$ cat src/rtl/jri_pkg.sv
// Package for the restart marker indexer: item types, phase codes and constants.
`timescale 1ns / 1ps

package jri_pkg;

    // Offset counter width default
    localparam int OFFSET_WIDTH_DEF = 32;

    // Field widths fixed by the item formats
    localparam int CNT_W    = 13;
    localparam int TILE_W   = 12;
    localparam int TNUM_W   = 24;
    localparam int OUTOFS_W = 32;
    localparam int LEN_W    = 16;
    localparam int CFG_IDX_W = 2;

    // Clamp limit for the tile counts
    localparam logic [CNT_W-1:0] CNT_MAX = 13'd4096;

    // Marker bytes and masks
    localparam logic [7:0] BYTE_FF    = 8'hFF;
    localparam logic [7:0] MARK_SOI   = 8'hD8;
    localparam logic [7:0] MARK_SOF0  = 8'hC0;
    localparam logic [7:0] MARK_SOS   = 8'hDA;
    localparam logic [3:0] RST_HI     = 4'hD;
    localparam logic [7:0] PRECISION8 = 8'd8;

    // Configuration register indexes
    localparam logic [CFG_IDX_W-1:0] CFG_TILES_PER_ROW   = 2'd0;
    localparam logic [CFG_IDX_W-1:0] CFG_TILE_ROWS       = 2'd1;
    localparam logic [CFG_IDX_W-1:0] CFG_COMPONENT_COUNT = 2'd2;

    // Result kinds
    localparam logic [1:0] KIND_SIZE  = 2'd0;
    localparam logic [1:0] KIND_TILE  = 2'd1;
    localparam logic [1:0] KIND_ERROR = 2'd2;

    // Error codes
    localparam logic [2:0] ERR_NO_SOI     = 3'd0;
    localparam logic [2:0] ERR_MISSING_FF = 3'd1;
    localparam logic [2:0] ERR_PRECISION  = 3'd2;
    localparam logic [2:0] ERR_COMPONENTS = 3'd3;
    localparam logic [2:0] ERR_TRUNCATED  = 3'd4;

    // Parser phase
    typedef enum logic [3:0] {
        PH_SOI0,
        PH_SOI1,
        PH_HEADER,
        PH_SKIP,
        PH_SCAN,
        PH_STOP
    } t_phase;

    // Position inside a marker segment header
    typedef enum logic [2:0] {
        SEG_FF,
        SEG_CODE,
        SEG_LEN_HI,
        SEG_LEN_LO,
        SEG_DETAIL
    } t_seg;

    typedef struct packed {
        logic [7:0] data_byte;
        logic       end_of_file;
    } t_in_item;

    typedef struct packed {
        logic [1:0]          kind;
        logic [TNUM_W-1:0]   tile_number;
        logic [OUTOFS_W-1:0] byte_offset;
        logic [2:0]          error_code;
        logic                index_done;
    } t_out_item;

    // Tile count as used: zero acts as one, above the limit as the limit
    function automatic logic [CNT_W-1:0] eff_count(input logic [CNT_W-1:0] v);
        logic [CNT_W-1:0] r;
        if (v == '0) begin
            r = CNT_W'(1);
        end else if (v > CNT_MAX) begin
            r = CNT_MAX;
        end else begin
            r = v;
        end
        return r;
    endfunction

endpackage

$ cat src/rtl/jpeg_restart_marker_indexer.sv
// JPEG restart marker indexer: parses a JPEG byte stream and reports tile entry offsets.
`timescale 1ns / 1ps

// Takes one file byte per cycle and never stalls the input while the output side
// takes results: each byte is parsed in the cycle it is accepted and its result
// (at most one) is registered into the output buffer. A two-slot output buffer
// holds results while the output is stalled; input ready drops only when both slots
// are full. Reported items: the offset of the SOF0 size field, the start of the
// entropy data as tile 0, the offset after each in-sequence restart marker as the
// next tile, and errors. After an error or the last tile every byte is dropped until
// reset. Byte offsets count modulo 2**OFFSET_WIDTH and are shown in 32 bits. The user
// must write configuration via cfg port only while no item is in flight (not enforced).
module jpeg_restart_marker_indexer
    import jri_pkg::*;
#(
    parameter int OFFSET_WIDTH = OFFSET_WIDTH_DEF
) (
    input  logic                 i_clk,
    input  logic                 i_rst_n,
    // byte input
    input  logic                 i_in_valid,
    output logic                 o_in_ready,
    input  t_in_item             i_in_item,
    // result output
    output logic                 o_out_valid,
    input  logic                 i_out_ready,
    output t_out_item            o_out_item,
    // configuration writes
    input  logic                 i_cfg_we,
    input  logic [CFG_IDX_W-1:0] i_cfg_addr,
    input  logic [CNT_W-1:0]     i_cfg_wdata
);

    // configuration registers
    logic [CNT_W-1:0] r_tpr_cfg, r_trows_cfg;
    logic [2:0]       r_ccount;

    // parser state
    t_phase              r_phase, n_phase;
    t_seg                r_seg, n_seg;
    logic [OFFSET_WIDTH-1:0] r_pos, n_pos;
    logic [LEN_W-1:0]    r_rem, n_rem;
    logic [7:0]          r_marker, n_marker;
    logic [7:0]          r_len_hi, n_len_hi;
    logic [TILE_W-1:0]   r_col, n_col;
    logic [TILE_W-1:0]   r_row, n_row;
    logic [2:0]          r_exp, n_exp;
    logic                r_prev_ff, n_prev_ff;

    // output buffer: head slot and skid slot
    logic      r_ov, r_sv;
    t_out_item r_head, r_skid;

    // per-byte decode
    logic                    acc;
    logic [7:0]              b;
    logic                    eof;
    logic [CNT_W-1:0]        tpr, trows;
    logic [OFFSET_WIDTH-1:0] pos_inc;
    logic [OFFSET_WIDTH+OUTOFS_W-1:0] ext_here, ext_next;
    logic [OUTOFS_W-1:0]     off_here, off_next;
    logic [LEN_W-1:0]        len_full;
    logic [LEN_W-1:0]        rem_dec;
    logic                    is_hdr_mark;
    logic                    single_tile;
    logic                    rst_match;
    logic [TILE_W-1:0]       col_inc, inc_col, inc_row;
    logic                    col_wrap;
    logic                    inc_done;
    logic [TNUM_W:0]         tile_prod, tile_sum;

    // result of the current byte
    logic      res_v;
    t_out_item res;

    assign acc        = i_in_valid && o_in_ready;
    assign o_in_ready = !r_sv;
    assign b          = i_in_item.data_byte;
    assign eof        = i_in_item.end_of_file;

    assign tpr   = eff_count(r_tpr_cfg);
    assign trows = eff_count(r_trows_cfg);

    // byte offsets, wrapped to the counter width then shown in 32 bits
    assign pos_inc  = r_pos + 1'b1;
    assign ext_here = {{OUTOFS_W{1'b0}}, r_pos};
    assign ext_next = {{OUTOFS_W{1'b0}}, pos_inc};
    assign off_here = ext_here[OUTOFS_W-1:0];
    assign off_next = ext_next[OUTOFS_W-1:0];

    // segment length handling
    assign len_full    = {r_len_hi, b};
    assign is_hdr_mark = (r_marker == MARK_SOF0) || (r_marker == MARK_SOS);
    assign rem_dec     = (r_rem != '0) ? r_rem - 1'b1 : '0;
    assign single_tile = (tpr == CNT_W'(1)) && (trows == CNT_W'(1));

    // restart marker in sequence
    assign rst_match = r_prev_ff && (b[7:4] == RST_HI) && (b[3:0] == {1'b0, r_exp});

    // tile advance
    assign col_inc  = r_col + 1'b1;
    assign col_wrap = {1'b0, col_inc} >= tpr;
    assign inc_col  = col_wrap ? '0 : col_inc;
    assign inc_row  = col_wrap ? r_row + 1'b1 : r_row;
    assign inc_done = ({1'b0, inc_row} == trows - 1'b1) &&
                      ({1'b0, inc_col} == tpr - 1'b1);
    assign tile_prod = (TNUM_W+1)'(inc_row) * (TNUM_W+1)'(tpr);
    assign tile_sum  = tile_prod + (TNUM_W+1)'(inc_col);

    // next parser state
    always_comb begin
        n_phase   = r_phase;
        n_seg     = r_seg;
        n_pos     = pos_inc;
        n_rem     = r_rem;
        n_marker  = r_marker;
        n_len_hi  = r_len_hi;
        n_col     = r_col;
        n_row     = r_row;
        n_exp     = r_exp;
        n_prev_ff = r_prev_ff;
        case (r_phase)
            PH_SOI0: begin
                n_phase = (b == BYTE_FF) ? PH_SOI1 : PH_STOP;
            end
            PH_SOI1: begin
                if (b == MARK_SOI) begin
                    n_phase = PH_HEADER;
                    n_seg   = SEG_FF;
                end else begin
                    n_phase = PH_STOP;
                end
            end
            PH_HEADER: begin
                case (r_seg)
                    SEG_FF: begin
                        if (b == BYTE_FF) begin
                            n_seg = SEG_CODE;
                        end else begin
                            n_phase = PH_STOP;
                        end
                    end
                    SEG_CODE: begin
                        n_marker = b;
                        n_seg    = SEG_LEN_HI;
                    end
                    SEG_LEN_HI: begin
                        n_len_hi = b;
                        n_seg    = SEG_LEN_LO;
                    end
                    SEG_LEN_LO: begin
                        if (is_hdr_mark) begin
                            n_rem = (len_full >= LEN_W'(3)) ? len_full - LEN_W'(3) : '0;
                            n_seg = SEG_DETAIL;
                        end else begin
                            n_rem = (len_full >= LEN_W'(2)) ? len_full - LEN_W'(2) : '0;
                            n_seg = SEG_FF;
                            if (n_rem != '0) begin
                                n_phase = PH_SKIP;
                            end
                        end
                    end
                    SEG_DETAIL: begin
                        n_seg = SEG_FF;
                        if (r_marker == MARK_SOF0) begin
                            if (b != PRECISION8) begin
                                n_phase = PH_STOP;
                            end else if (r_rem != '0) begin
                                n_phase = PH_SKIP;
                            end
                        end else begin
                            if (b != {5'b0, r_ccount}) begin
                                n_phase = PH_STOP;
                            end else if (r_rem == '0) begin
                                // scan starts right after the header
                                n_col     = '0;
                                n_row     = '0;
                                n_exp     = '0;
                                n_prev_ff = 1'b0;
                                n_phase   = single_tile ? PH_STOP : PH_SCAN;
                            end else begin
                                n_phase = PH_SKIP;
                            end
                        end
                    end
                    default: begin
                        n_seg = SEG_FF;
                    end
                endcase
            end
            PH_SKIP: begin
                n_rem = rem_dec;
                if (rem_dec == '0) begin
                    n_seg = SEG_FF;
                    if (r_marker == MARK_SOS) begin
                        n_col     = '0;
                        n_row     = '0;
                        n_exp     = '0;
                        n_prev_ff = 1'b0;
                        n_phase   = single_tile ? PH_STOP : PH_SCAN;
                    end else begin
                        n_phase = PH_HEADER;
                    end
                end
            end
            PH_SCAN: begin
                if (rst_match) begin
                    n_col = inc_col;
                    n_row = inc_row;
                    n_exp = r_exp + 1'b1;
                    if (inc_done) begin
                        n_phase = PH_STOP;
                    end
                end
                n_prev_ff = (b == BYTE_FF);
            end
            default: begin
                n_phase = PH_STOP;
            end
        endcase
        // end of file before the index is complete
        if (eof) begin
            n_phase = PH_STOP;
        end
    end

    // result of the current byte
    always_comb begin
        res_v = 1'b0;
        res   = '0;
        case (r_phase)
            PH_SOI0: begin
                if (b != BYTE_FF) begin
                    res_v = 1'b1;
                    res.kind        = KIND_ERROR;
                    res.byte_offset = off_here;
                    res.error_code  = ERR_NO_SOI;
                end
            end
            PH_SOI1: begin
                if (b != MARK_SOI) begin
                    res_v = 1'b1;
                    res.kind        = KIND_ERROR;
                    res.byte_offset = off_here;
                    res.error_code  = ERR_NO_SOI;
                end
            end
            PH_HEADER: begin
                if (r_seg == SEG_FF) begin
                    if (b != BYTE_FF) begin
                        res_v = 1'b1;
                        res.kind        = KIND_ERROR;
                        res.byte_offset = off_here;
                        res.error_code  = ERR_MISSING_FF;
                    end
                end else if (r_seg == SEG_DETAIL) begin
                    res_v = 1'b1;
                    if (r_marker == MARK_SOF0) begin
                        if (b != PRECISION8) begin
                            res.kind        = KIND_ERROR;
                            res.byte_offset = off_here;
                            res.error_code  = ERR_PRECISION;
                        end else begin
                            res.kind        = KIND_SIZE;
                            res.byte_offset = off_next;
                        end
                    end else if (b != {5'b0, r_ccount}) begin
                        res.kind        = KIND_ERROR;
                        res.byte_offset = off_here;
                        res.error_code  = ERR_COMPONENTS;
                    end else if (r_rem == '0) begin
                        res.kind        = KIND_TILE;
                        res.byte_offset = off_next;
                        res.index_done  = single_tile;
                    end else begin
                        res_v = 1'b0;
                    end
                end
            end
            PH_SKIP: begin
                if (rem_dec == '0 && r_marker == MARK_SOS) begin
                    res_v = 1'b1;
                    res.kind        = KIND_TILE;
                    res.byte_offset = off_next;
                    res.index_done  = single_tile;
                end
            end
            PH_SCAN: begin
                if (rst_match) begin
                    res_v = 1'b1;
                    res.kind        = KIND_TILE;
                    res.tile_number = tile_sum[TNUM_W-1:0];
                    res.byte_offset = off_next;
                    res.index_done  = inc_done;
                end
            end
            default: begin
                res_v = 1'b0;
            end
        endcase
        // truncation replaces anything but an error of the byte itself or the item that ends the index
        if (eof && r_phase != PH_STOP &&
            !(res_v && res.kind == KIND_ERROR) && !(res_v && res.index_done)) begin
            res_v = 1'b1;
            res   = '0;
            res.kind        = KIND_ERROR;
            res.byte_offset = off_here;
            res.error_code  = ERR_TRUNCATED;
        end
    end

    // configuration registers
    always_ff @(posedge i_clk) begin
        if (!i_rst_n) begin
            r_tpr_cfg   <= CNT_W'(1);
            r_trows_cfg <= CNT_W'(1);
            r_ccount    <= 3'd3;
        end else if (i_cfg_we) begin
            case (i_cfg_addr)
                CFG_TILES_PER_ROW:   r_tpr_cfg   <= i_cfg_wdata;
                CFG_TILE_ROWS:       r_trows_cfg <= i_cfg_wdata;
                CFG_COMPONENT_COUNT: r_ccount    <= i_cfg_wdata[2:0];
                default:             r_ccount    <= r_ccount;
            endcase
        end
    end

    // parser state, advanced once per accepted item
    always_ff @(posedge i_clk) begin
        if (!i_rst_n) begin
            r_phase   <= PH_SOI0;
            r_seg     <= SEG_FF;
            r_pos     <= '0;
            r_rem     <= '0;
            r_marker  <= '0;
            r_len_hi  <= '0;
            r_col     <= '0;
            r_row     <= '0;
            r_exp     <= '0;
            r_prev_ff <= 1'b0;
        end else if (acc) begin
            r_phase   <= n_phase;
            r_seg     <= n_seg;
            r_pos     <= n_pos;
            r_rem     <= n_rem;
            r_marker  <= n_marker;
            r_len_hi  <= n_len_hi;
            r_col     <= n_col;
            r_row     <= n_row;
            r_exp     <= n_exp;
            r_prev_ff <= n_prev_ff;
        end
    end

    // two-slot output buffer; input is refused only while the skid slot is full
    always_ff @(posedge i_clk) begin
        if (!i_rst_n) begin
            r_ov <= 1'b0;
            r_sv <= 1'b0;
        end else begin
            if (r_ov && i_out_ready) begin
                if (r_sv) begin
                    r_sv <= 1'b0;
                end else begin
                    r_ov <= acc && res_v;
                end
            end else if (acc && res_v) begin
                if (r_ov) begin
                    r_sv <= 1'b1;
                end else begin
                    r_ov <= 1'b1;
                end
            end
        end
    end

    always_ff @(posedge i_clk) begin
        if (r_ov && i_out_ready) begin
            if (r_sv) begin
                r_head <= r_skid;
            end else begin
                r_head <= res;
            end
        end else if (acc && res_v) begin
            if (r_ov) begin
                r_skid <= res;
            end else begin
                r_head <= res;
            end
        end
    end

    assign o_out_valid = r_ov;
    assign o_out_item  = r_head;

endmodule

$ cat config.mk
export PLATFORM = sky130hd
export DESIGN_NAME = jpeg_restart_marker_indexer
export DESIGN_NICKNAME = d
export VERILOG_FILES = /design/src/rtl/jri_pkg.sv /design/src/rtl/jpeg_restart_marker_indexer.sv
export SDC_FILE = /design/constraint.sdc
export NUM_CORES = 1
export LEC_CHECK = 0
export BUFFER_PORTS_ARGS = -buffer_cell sky130_fd_sc_hd__buf_2
export CAP_MARGIN = 20
export CORE_ASPECT_RATIO = 0.75
export CORE_UTILIZATION = 60
export DETAILED_ROUTE_END_ITERATION = 6
export HOLD_SLACK_MARGIN = 0.1
export PLACE_DENSITY = 0.87
export REMOVE_ABC_BUFFERS = 1
export SETUP_SLACK_MARGIN = 0.4
export SLEW_MARGIN = 20
export SYNTH_ARGS = -nofsm -noshare
export SYNTH_HDL_FRONTEND = slang
export SYNTH_SLANG_ARGS = --single-unit
$ cat constraint.sdc
create_clock -name i_clk -period 14.3 [get_ports i_clk]
set_input_delay 0.715 -clock i_clk [delete_from_list [all_inputs] [get_ports i_clk]]
set_output_delay 0.715 -clock i_clk [all_outputs]
set_load 0.02 [all_outputs]
---- After elaboration in Yosys (flattened, before gate mapping) ----
Index checks and enable logic that the tools add are counted.
cells by class
  shifts and indexed selects .............. 0
  mux-type cells .......................... 113
  reduce and logical (&&, ||, !) cells .... 45
  bitwise logic cells ..................... 2
  multipliers ............................. 1
  add/sub/neg operators ................... 10
  equal/unequal tests ..................... 46
  $lt $le $gt $ge ......................... 5
  div/mod/pow operators ................... 0
operators by type and width
  kind                                                                                  count
  62-bit two-way mux                                                                    5
  35-bit two-way mux                                                                    5
  32-bit one-hot mux with 5 select lines                                                1
  32-bit two-way mux                                                                    4
  12-bit two-way mux                                                                    10
  16-bit two-way mux                                                                    5
  12-bit one-hot mux with 3 select lines                                                2
  57-bit two-way mux                                                                    1
  13-bit two-way mux                                                                    4
  3-bit two-way mux                                                                     16
  4-bit two-way mux                                                                     10
  36-bit two-way mux                                                                    1
  32-bit by 1-bit adder with 32-bit output, second input constant                       1
  8-bit == test, second input constant                                                  4
  16-bit by 2-bit greater-or-equal comparator with 1-bit output, second input constant  2
  16-bit logical NOT                                                                    2
  16-bit one-hot mux with 2 select lines                                                1
  16-bit nonzero test                                                                   2
  16-bit by 2-bit subtractor with 16-bit output, second input constant                  2
  1-bit two-way mux                                                                     28
  3-bit one-hot mux with 3 select lines                                                 3
  12-bit by 13-bit == test with 1-bit output                                            2
  13-bit by 1-bit == test with 1-bit output, second input constant                      2
  13-bit greater-than comparator, second input constant                                 2
  other kinds (51)                                                                      107
storage, ports and cells
  bits in read-only memories .............. 0
  bits of input ports ..................... 29
  output and inout bits ................... 64
  logic and storage cells ................. 247
  bits in latches ......................... 0
  memories ................................ 0
  flip-flop bits (word level) ............. 254
  memory bits (writable) .................. 0

---- Depth between registers and ports, before layout ----
Gate-level depths: netlist of run 1.
  depth in word-level cells ............... 18
  depth in mapped cells ................... 34
  mapped depth without buffers ............ 33

---- Worst setup path after synthesis of run 1 ----
OpenSTA, ideal clock, no wires.
  path kind ............................... reg-to-reg
  from .................................... register r_tpr_cfg[12]
  to ...................................... register r_head (netlist bit o_out_item[59]), data pin
  stages on the path, launching flop included .. 33
  setup time .............................. 269 ps
  path buffers ............................ 5
  arrival ................................. 8240 ps
  data required time ...................... 14031 ps
  setup slack ............................. 5791 ps
  path through ............................ dfxtp_1 -> clkbuf_1 -> buf_1 -> clkbuf_1 -> nor2b_1 -> clkinv_1 -> ha_1 -> and4_1 -> nor4b_1 -> a211oi_1 -> o21ai_2 -> clkbuf_1 -> nand2_1 -> xnor2_1 -> clkbuf_1 -> nand2_1 -> fa_1 -> fa_1 -> fa_1 -> inv_1 -> fa_1 -> inv_1 -> fa_1 -> inv_1 -> ha_1 -> or3_1 -> o211ai_1 -> o21ai_0 -> o211ai_1 -> a21oi_1 -> o41ai_1 -> xnor2_1 -> o31ai_1
between the ends
  word-level cells in the longest chain between the ends .. 18
  elaborated cells between the ends (all ways) .. 33
  those cells by class .................... 2 x add/sub; 1 x mul; 2 x order compare; 3 x eq/ne; 19 x mux; 6 x reduce/logical
ends and longest elaborated chain
  item                                                                                                     line                                RTL
  from (decl)                                                                                              jpeg_restart_marker_indexer.sv:35   logic [CNT_W-1:0] r_tpr_cfg, r_trows_cfg;
  from (signal assigned)                                                                                   jpeg_restart_marker_indexer.sv:320  CFG_TILES_PER_ROW: r_tpr_cfg <= i_cfg_wdata;
  13-bit greater-than comparator                                                                           jri_pkg.sv:82                       end else if (v > CNT_MAX) begin
  13-bit two-way mux                                                                                       jri_pkg.sv:82
  13-bit two-way mux (*)                                                                                   jri_pkg.sv:80                       if (v == '0) begin
  parallel branches: the longest is 11 deep, another holds 12-bit by 13-bit multiplier with 24-bit output  --
  62-bit two-way mux (*)                                                                                   jpeg_restart_marker_indexer.sv:302  if (eof && r_phase != PH_STOP &&
  62-bit two-way mux                                                                                       jpeg_restart_marker_indexer.sv:385  if (r_ov) begin
  62-bit two-way mux                                                                                       jpeg_restart_marker_indexer.sv:384  end else if (acc && res_v) begin
  62-bit two-way mux (*)                                                                                   jpeg_restart_marker_indexer.sv:378  if (r_ov && i_out_ready) begin
  to (signal assigned)                                                                                     jpeg_restart_marker_indexer.sv:380  r_head <= r_skid;
  to (signal assigned)                                                                                     jpeg_restart_marker_indexer.sv:382  r_head <= res;
  to (signal assigned)                                                                                     jpeg_restart_marker_indexer.sv:388  r_head <= res;
  to (decl)                                                                                                jpeg_restart_marker_indexer.sv:52   t_out_item r_head, r_skid;
Mark *: on every way between the ends. The select of a mux whose other input is x is not followed.
A chain may end at the register's enable or synchronous reset.

---- Final worst setup path of run 1 ----
Ends and elaborated chain as after synthesis.

==> impl_metrics.toml, run 1 <==
[grt]
antenna_found_initial = 0
grt_pass1_vias = 18060
grt_usage = 0.345
grt_pass1_wl_mm = 97.2
grt_overflow = 0
grt_max_degree = 92

[cts]
cts_resized = 0
clockRootBuffer = "clkbuf_16"
clock_path_buffers = 3
clk_pin_slew_ps = 60
cts_tree = "built"
cts_buffers = 27
cts_sinks = 253
htreeDepth = 1
cts_hold_buf = 0
clock_latency_ps = 590
cts_setup_buffers = 0

[floorplanning]
fp.dieW_um = 217
initial_core_util = 0.614
die_y_um = 163
die_area_sq_um = 35400
core_area_sq_um = 33800
pin_count = 93
row_count = 58

[sta]
rsz0062_at_grt = "no"
report.final.slew_viol_count = 0
period_needed_ps = 10350
relSlewSlack = 0.273
setup_viol = 0
fin_crit_sh = 0.724
fin_setup_tns_ps = 0
fin_worst_skew_ps = 39.3
hold_violations = 0
max_freq_mhz = 96.6
max_slew.worst_pin.slew_ps = 1090

[placement]
port_buffers = 92
routabilityCongestion = 1.02
hpwl_mm = 44.3

[yosys]
synth-compound-area-share = 0.162
synth_top_family_by_area = "simple AND/OR/NAND/NOR gates"
synth-async-reset-ratio = 0
synth_warnings = 0
synth-seq-cells = 253
ys_seq_area_frac = 0.304
synth_simple_gate_area_share = 0.234
synth_edf_count = 124
muxShareOfSynthArea = 0.0119
synthXorXnorAreaFrac = 0.0439
synth_fa_ha_area_frac = 0.173
synth_cells = 2533
syn-cell-area_sq_um = 20800
ys.flop_type = "dfxtp_1"
synthDistinctLibCells = 84
avgSynthCellArea_sq_um = 8.20

[pwr]
vdd_ir_drop_max_v = 0.0000946
p_leak_nw = 9.33
power_density_nw_per_um2 = 81.5

[finish]
final_util = 0.664
drive_above_1_share = 0.0803
multi_input_area_sq_um = 13000
diodes = 0
layout.area.seq_sq_um = 6310
fin_nets = 2788
n_fill_cell = 2758
syn2layout_area_growth_pct = 8.18

[setup_path]
cp_slowest_stage_delay_ps = 790
worstPathMaxFanout = 32
crit_slowest_cell = "xor2_1"
path_delay_family = "adder cells"
cp_num_buf_inv = 5
crit_required_ps = 14670
critPathMostFrequentCell = "fa_1"
endpoint_kind = "flip-flop"
cp.arrival_ps = 10720
start_kind = "flip-flop"
crit_type = "flip-flop to flip-flop"

[routing]
first_pass_iters = 6
drc = 0
via_per_inst = 6.39
wire_per_inst_um = 20.1
dr.first_iter.drc_count = 2617
num_vias = 19252
wl_mm = 60.7
final_antenna_net_count = 0

[run_status]
status = "complete, no violations"

[run]
timing.max_cap.violations = 0

[worst_hold_path]
hold_class = "input pin to flip-flop"
[worst reg2reg max path, delay by kind of cell (launching register included)]
family	cells	cell delay, ps
AO/OA/AOI/OAI	8	2180
XOR/XNOR	2	960
adder cells (fa/ha/maj)	7	3230
buffers and inverters	5	980
flip-flops	1	640
AND/OR/NAND/NOR	6	2180
[sequential cells by signal, summed over array words and instances (netlist names)]
signal	flops
r_sv	1
r_skid	62
o_out_valid	1
r_phase	3
r_seg	3
r_tpr_cfg	13
r_ccount	3
r_trows_cfg	13
r_row	12
r_rem	16
r_exp	3
r_col	12
o_out_item	62
r_marker	8
off_here	32
r_prev_ff	1
r_len_hi	8
[report_power, final]
part	total [mW]	leakage, nW	internal [mW]	switching (mW)
clock network	0.782	0.477	0.455	0.327
logic	0.248	6.57	0.0720	0.176
registers	0.802	2.29	0.787	0.0148
[cell families after synthesis]
family | after synthesis
buf+inv | 387
simple gates | 1033
flops | 253
compound gates | 520
xor+xnor | 101
fa+ha+maj | 215
mux | 24
[Yosys cell counts, types with 6 or more instances]
cell type / count / area share
or2_2: 10 / 0.0030
ha_1: 95 / 0.057
inv_1: 246 / 0.044
and4_1: 9 / 0.0038
o21a_1: 11 / 0.0040
nor4_1: 23 / 0.0069
nor3_1: 68 / 0.016
or3_1: 31 / 0.0093
a211oi_1: 17 / 0.0061
o211ai_1: 19 / 0.0069
dfxtp_1: 129 / 0.12
xnor2_1: 65 / 0.027
o31ai_1: 53 / 0.019
a22oi_1: 39 / 0.014
xor2_1: 34 / 0.014
a32oi_1: 15 / 0.0063
a21oi_1: 148 / 0.036
nand4_1: 26 / 0.0078
edfxtp_1: 124 / 0.18
o21ai_0: 95 / 0.023
fa_1: 120 / 0.12
nand3_1: 66 / 0.016
o41ai_1: 6 / 0.0025
a31oi_1: 22 / 0.0066
clkbuf_1: 116 / 0.021
a211o_1: 9 / 0.0038
nand3b_1: 7 / 0.0025
nor2b_1: 27 / 0.0081
or4_1: 12 / 0.0043
mux2i_1: 19 / 0.0092
nor4b_1: 7 / 0.0030
and3_1: 28 / 0.0084
o22ai_1: 12 / 0.0036
and2_1: 17 / 0.0051
nand2b_1: 18 / 0.0054
o21ai_1: 8 / 0.0019
nor2_1: 334 / 0.060
nand2_1: 312 / 0.056
a21o_1: 9 / 0.0033
nand4b_1: 9 / 0.0038
buf_2: 13 / 0.0031
[layout by cell type, fill, tap and decap left out, drive strengths merged, types with 8 or more instances in the layout]
master  count
nand2b     18
or3        31
a21o        9
a32oi      15
nand4b      9
o31ai      53
edfxtp    124
a22oi      39
a211o       9
nor2      335
and4        9
o21a       11
nand3      66
o21ai     104
nor4       24
nand2     312
a31oi      22
buf       116
xnor2      65
nor4b       8
or4        13
a21oi     148
fa        120
clkinv     12
o22ai      13
o211ai     19
a211oi     17
nor3       69
xor2       34
and3       28
dfxtp     129
mux2i      19
clkbuf     34
and2       18
or2        10
inv       251
nor2b      27
nand4      26
ha         95
[through the flow]
stage	cell area [sq um]	setup slack, ps	instances	power (mW)	hold WS (ps)
6_report	22500	3950	3015	1.83	402
3_5_place_dp	21500	4270	2965	1.06	475
4_1_cts	22500	4180	3015	1.83	388
2_1_floorplan	20200	5610	2399	0.970	427
5_1_grt	22500	3340	3015	1.88	400
3_3_place_gp	21500	4640	2965	1.05	451
[path summary, 6_finish.rpt]
check,from,end,slack [ps],depth (start not counted)
worst max-delay path,r_tpr_cfg[12],o_out_item[59],3950,28
worst min-delay path,i_cfg_wdata[10],r_trows_cfg[10],400,3
worst max register to register,r_tpr_cfg[12],o_out_item[59],3950,28
worst min register to register,r_prev_ff,r_prev_ff,490,2
[final cells by class]
class,count,share of cell area
timing repair buffer,116,0.0285
sequential,253,0.281
clock inverter,16,0.00924
inverter,253,0.0423
clock buffer,34,0.0340
tap,450,0.0251
multi-input combinational,1893,0.580
[metal layers]
layer | global-route usage | up-vias | wire length, um
met5 | 0 | - | 0
met4 | 0.0855 | 0 | 1270
met3 | 0.0533 | 111 | 6370
met2 | 0.512 | 1128 | 25900
met1 | 0.522 | 9205 | 27100
li1 | - | 8808 | -
No activity file was read; power rests on OpenSTA's default activity.
==> run 2: changes to the inputs <==
- CORE_UTILIZATION: 60 -> 58
- PLACE_DENSITY: 0.87 -> 0.88
- clock period: 14.3 -> 9.3 ns (I/O delays scaled with it)
==> run 2 against run 1 <==
  * The flow now finishes with violations (design-rule violations)
  * Non-clock buffer count rose by 61
  * Sequential cell count stayed put
  * Worst hold slack got worse by 260 ps
  * Cell area is 2.5% higher
  * Final cell count rose by 2.3%
  * Die area up 3.4%
  * Routed wire length is 2.2% higher
  * Via count increased by 1.4%
  * Register-to-register slack lost 3300 ps
  * Critical path type unchanged
  * Critical endpoint is now o_out_item[58]
==> impl_metrics.toml, run 2 (same netlist as run 1, synthesis figures left out) <==
[cts]
htreeDepth = 1
clockRootBuffer = "clkbuf_16"
cts_buffers = 27
cts_sinks = 253
clk_pin_slew_ps = 70
cts_hold_buf = 0
clock_latency_ps = 580
clock_path_buffers = 3
cts_tree = "built"

[finish]
final_cell_mix = "nor2_1 (332), nand2_1 (311), inv_1 (246), a21oi_1 (146), dfxtp_1 (125)"
syn2layout_area_growth_pct = 10.9
layout_commonest_cell = "nor2_1"
fin_nets = 2850
diodes = 0
drive_above_1_share = 0.109

[setup_path]
crit_type = "flip-flop to flip-flop"
ff2ff_setup_slack_ps = 690
endpoint_kind = "flip-flop"
crit_slowest_cell = "fa_1"
crit_required_ps = 9600
worstRegToRegCells = 31
r2r_start = "r_col[5]"
timing.rr.end = "o_out_item[58]"
critPathMostFrequentCell = "fa_1"
worstPathMaxFanout = 6
cp_num_buf_inv = 6
cp_slowest_stage_delay_ps = 560
cp.arrival_ps = 8910
path_delay_family = "adder cells"
start_kind = "flip-flop"

[routing]
final_antenna_net_count = 0
wire_per_inst_um = 20.1
wl_mm = 62.0
first_pass_iters = 7
via_per_inst = 6.33
num_vias = 19521
drc = 7
dr.first_iter.drc_count = 2605

[sta]
fin_setup_tns_ps = 0
fin_worst_skew_ps = 15.0
worst_slack_ps = 688
rsz0062_at_grt = "no"
hold_violations = 0
report.final.slew_viol_count = 0
period_needed_ps = 8610
max_slew.worst_pin.slew_ps = 1230
setup_viol = 0
hold_slack_ps = 146
fin_crit_sh = 0.926
relSlewSlack = 0.180
max_freq_mhz = 116

[floorplanning]
initial_core_util = 0.594
pin_count = 93
die_area_sq_um = 36600
die_y_um = 166
row_count = 59
fp.dieW_um = 220
core_area_sq_um = 35000

[grt]
grt_usage = 0.336
grt_overflow = 0
grt_pass1_vias = 18398
antenna_found_initial = 0
grt_pass1_wl_mm = 98.1
grt_max_degree = 89

[placement]
routabilityCongestion = 1.03
post-place-ws_ps = 427
hpwl_mm = 45.6
port_buffers = 92

[pwr]
sw_frac_of_total = 0.284
p_comb_frac = 0.145
pwr-share-clk = 0.414
p_leak_nw = 9.64
p_sw_mw = 0.792
intPower_mw = 2.00
power_density_nw_per_um2 = 121
vdd_ir_drop_max_v = 0.000148
pwr-share-seq = 0.441

[worst_hold_path]
hold_depth = 3
hold_class = "input pin to flip-flop"
min_from = "i_cfg_wdata[3]"
hold_end = "r_trows_cfg[3]"

[run_status]
status = "finished with violations"
violations = "design-rule violations"

[run]
timing.max_cap.violations = 0
[run 2: cell count changes in the layout (fill, tap and decap cells not counted), sizes merged]
cell	before	now
bufinv	4	3
buf	116	177
clkbuf	34	36
clkinv	12	13
inv	251	248
a2111o	2	3
[run 2: timing repair]
item                       CTS  global route
resized for setup            1            28
hold endpoints to repair     0             0
setup buffers                0            16
cloned                       0             1
pin swaps                    0             9
setup endpoints to repair    2            16
[run 2: worst max path at each step]
stage,from,slack [ps],end,depth (start not counted)
floorplan,r_col[0],610,o_out_item[58],32
global placement,r_tpr_cfg[12],580,o_out_item[58],32
detailed placement,r_tpr_cfg[12],430,o_out_item[58],32
CTS,r_col[0],460,o_out_item[58],34
global route,r_tpr_cfg[9],370,o_out_item[59],30
finish,r_col[5],690,o_out_item[58],31
[run 2: tightest hold or removal path: stages]
cell and delay, ps:
buf_2 110, nand2_1 50, a21oi_1 50
[run 2: per-layer routing]
metal / vias up / global-route usage / wire length [um]
li1: 8930 / - / -
met1: 9341 / 0.515 / 27200
met2: 1142 / 0.481 / 25900
met3: 108 / 0.0767 / 7750
met4: 0 / 0.0727 / 1150
met5: - / 0 / 0
[run 2: layout make-up]
| class | instances | area, sq um |
|---|---|---|
| well taps | 457 | 572 |
| clock inverters | 13 | 160 |
| flip-flops and latches | 253 | 6310 |
| fillers | 2900 | 12000 |
| inverters | 253 | 951 |
| clock buffers | 36 | 771 |
| repair buffers | 177 | 1100 |
| multi-input cells | 1894 | 13200 |
[run 2: metrics by stage]
step                area (sq um)  power (mW)   util  instances
floorplan                  20200        1.49      -       2399
global placement           21800        1.63  0.624       3017
detailed placement         21800        1.64  0.624       3017
CTS                        22800        2.78  0.651       3066
global route               23000        2.87  0.658       3083
finish                     23000        2.79  0.658       3083
[run 2: power by group through the flow]
| stage | clock, mW | combinational (mW) | sequential, mW |
|---|---|---|---|
| after floorplan | 0 | 0.200 | 1.29 |
| after CTS | 1.16 | 0.387 | 1.23 |
| after detailed placement | 0 | 0.384 | 1.25 |
| after global placement | 0 | 0.375 | 1.25 |
| after global routing | 1.20 | 0.433 | 1.24 |
| final | 1.16 | 0.405 | 1.23 |
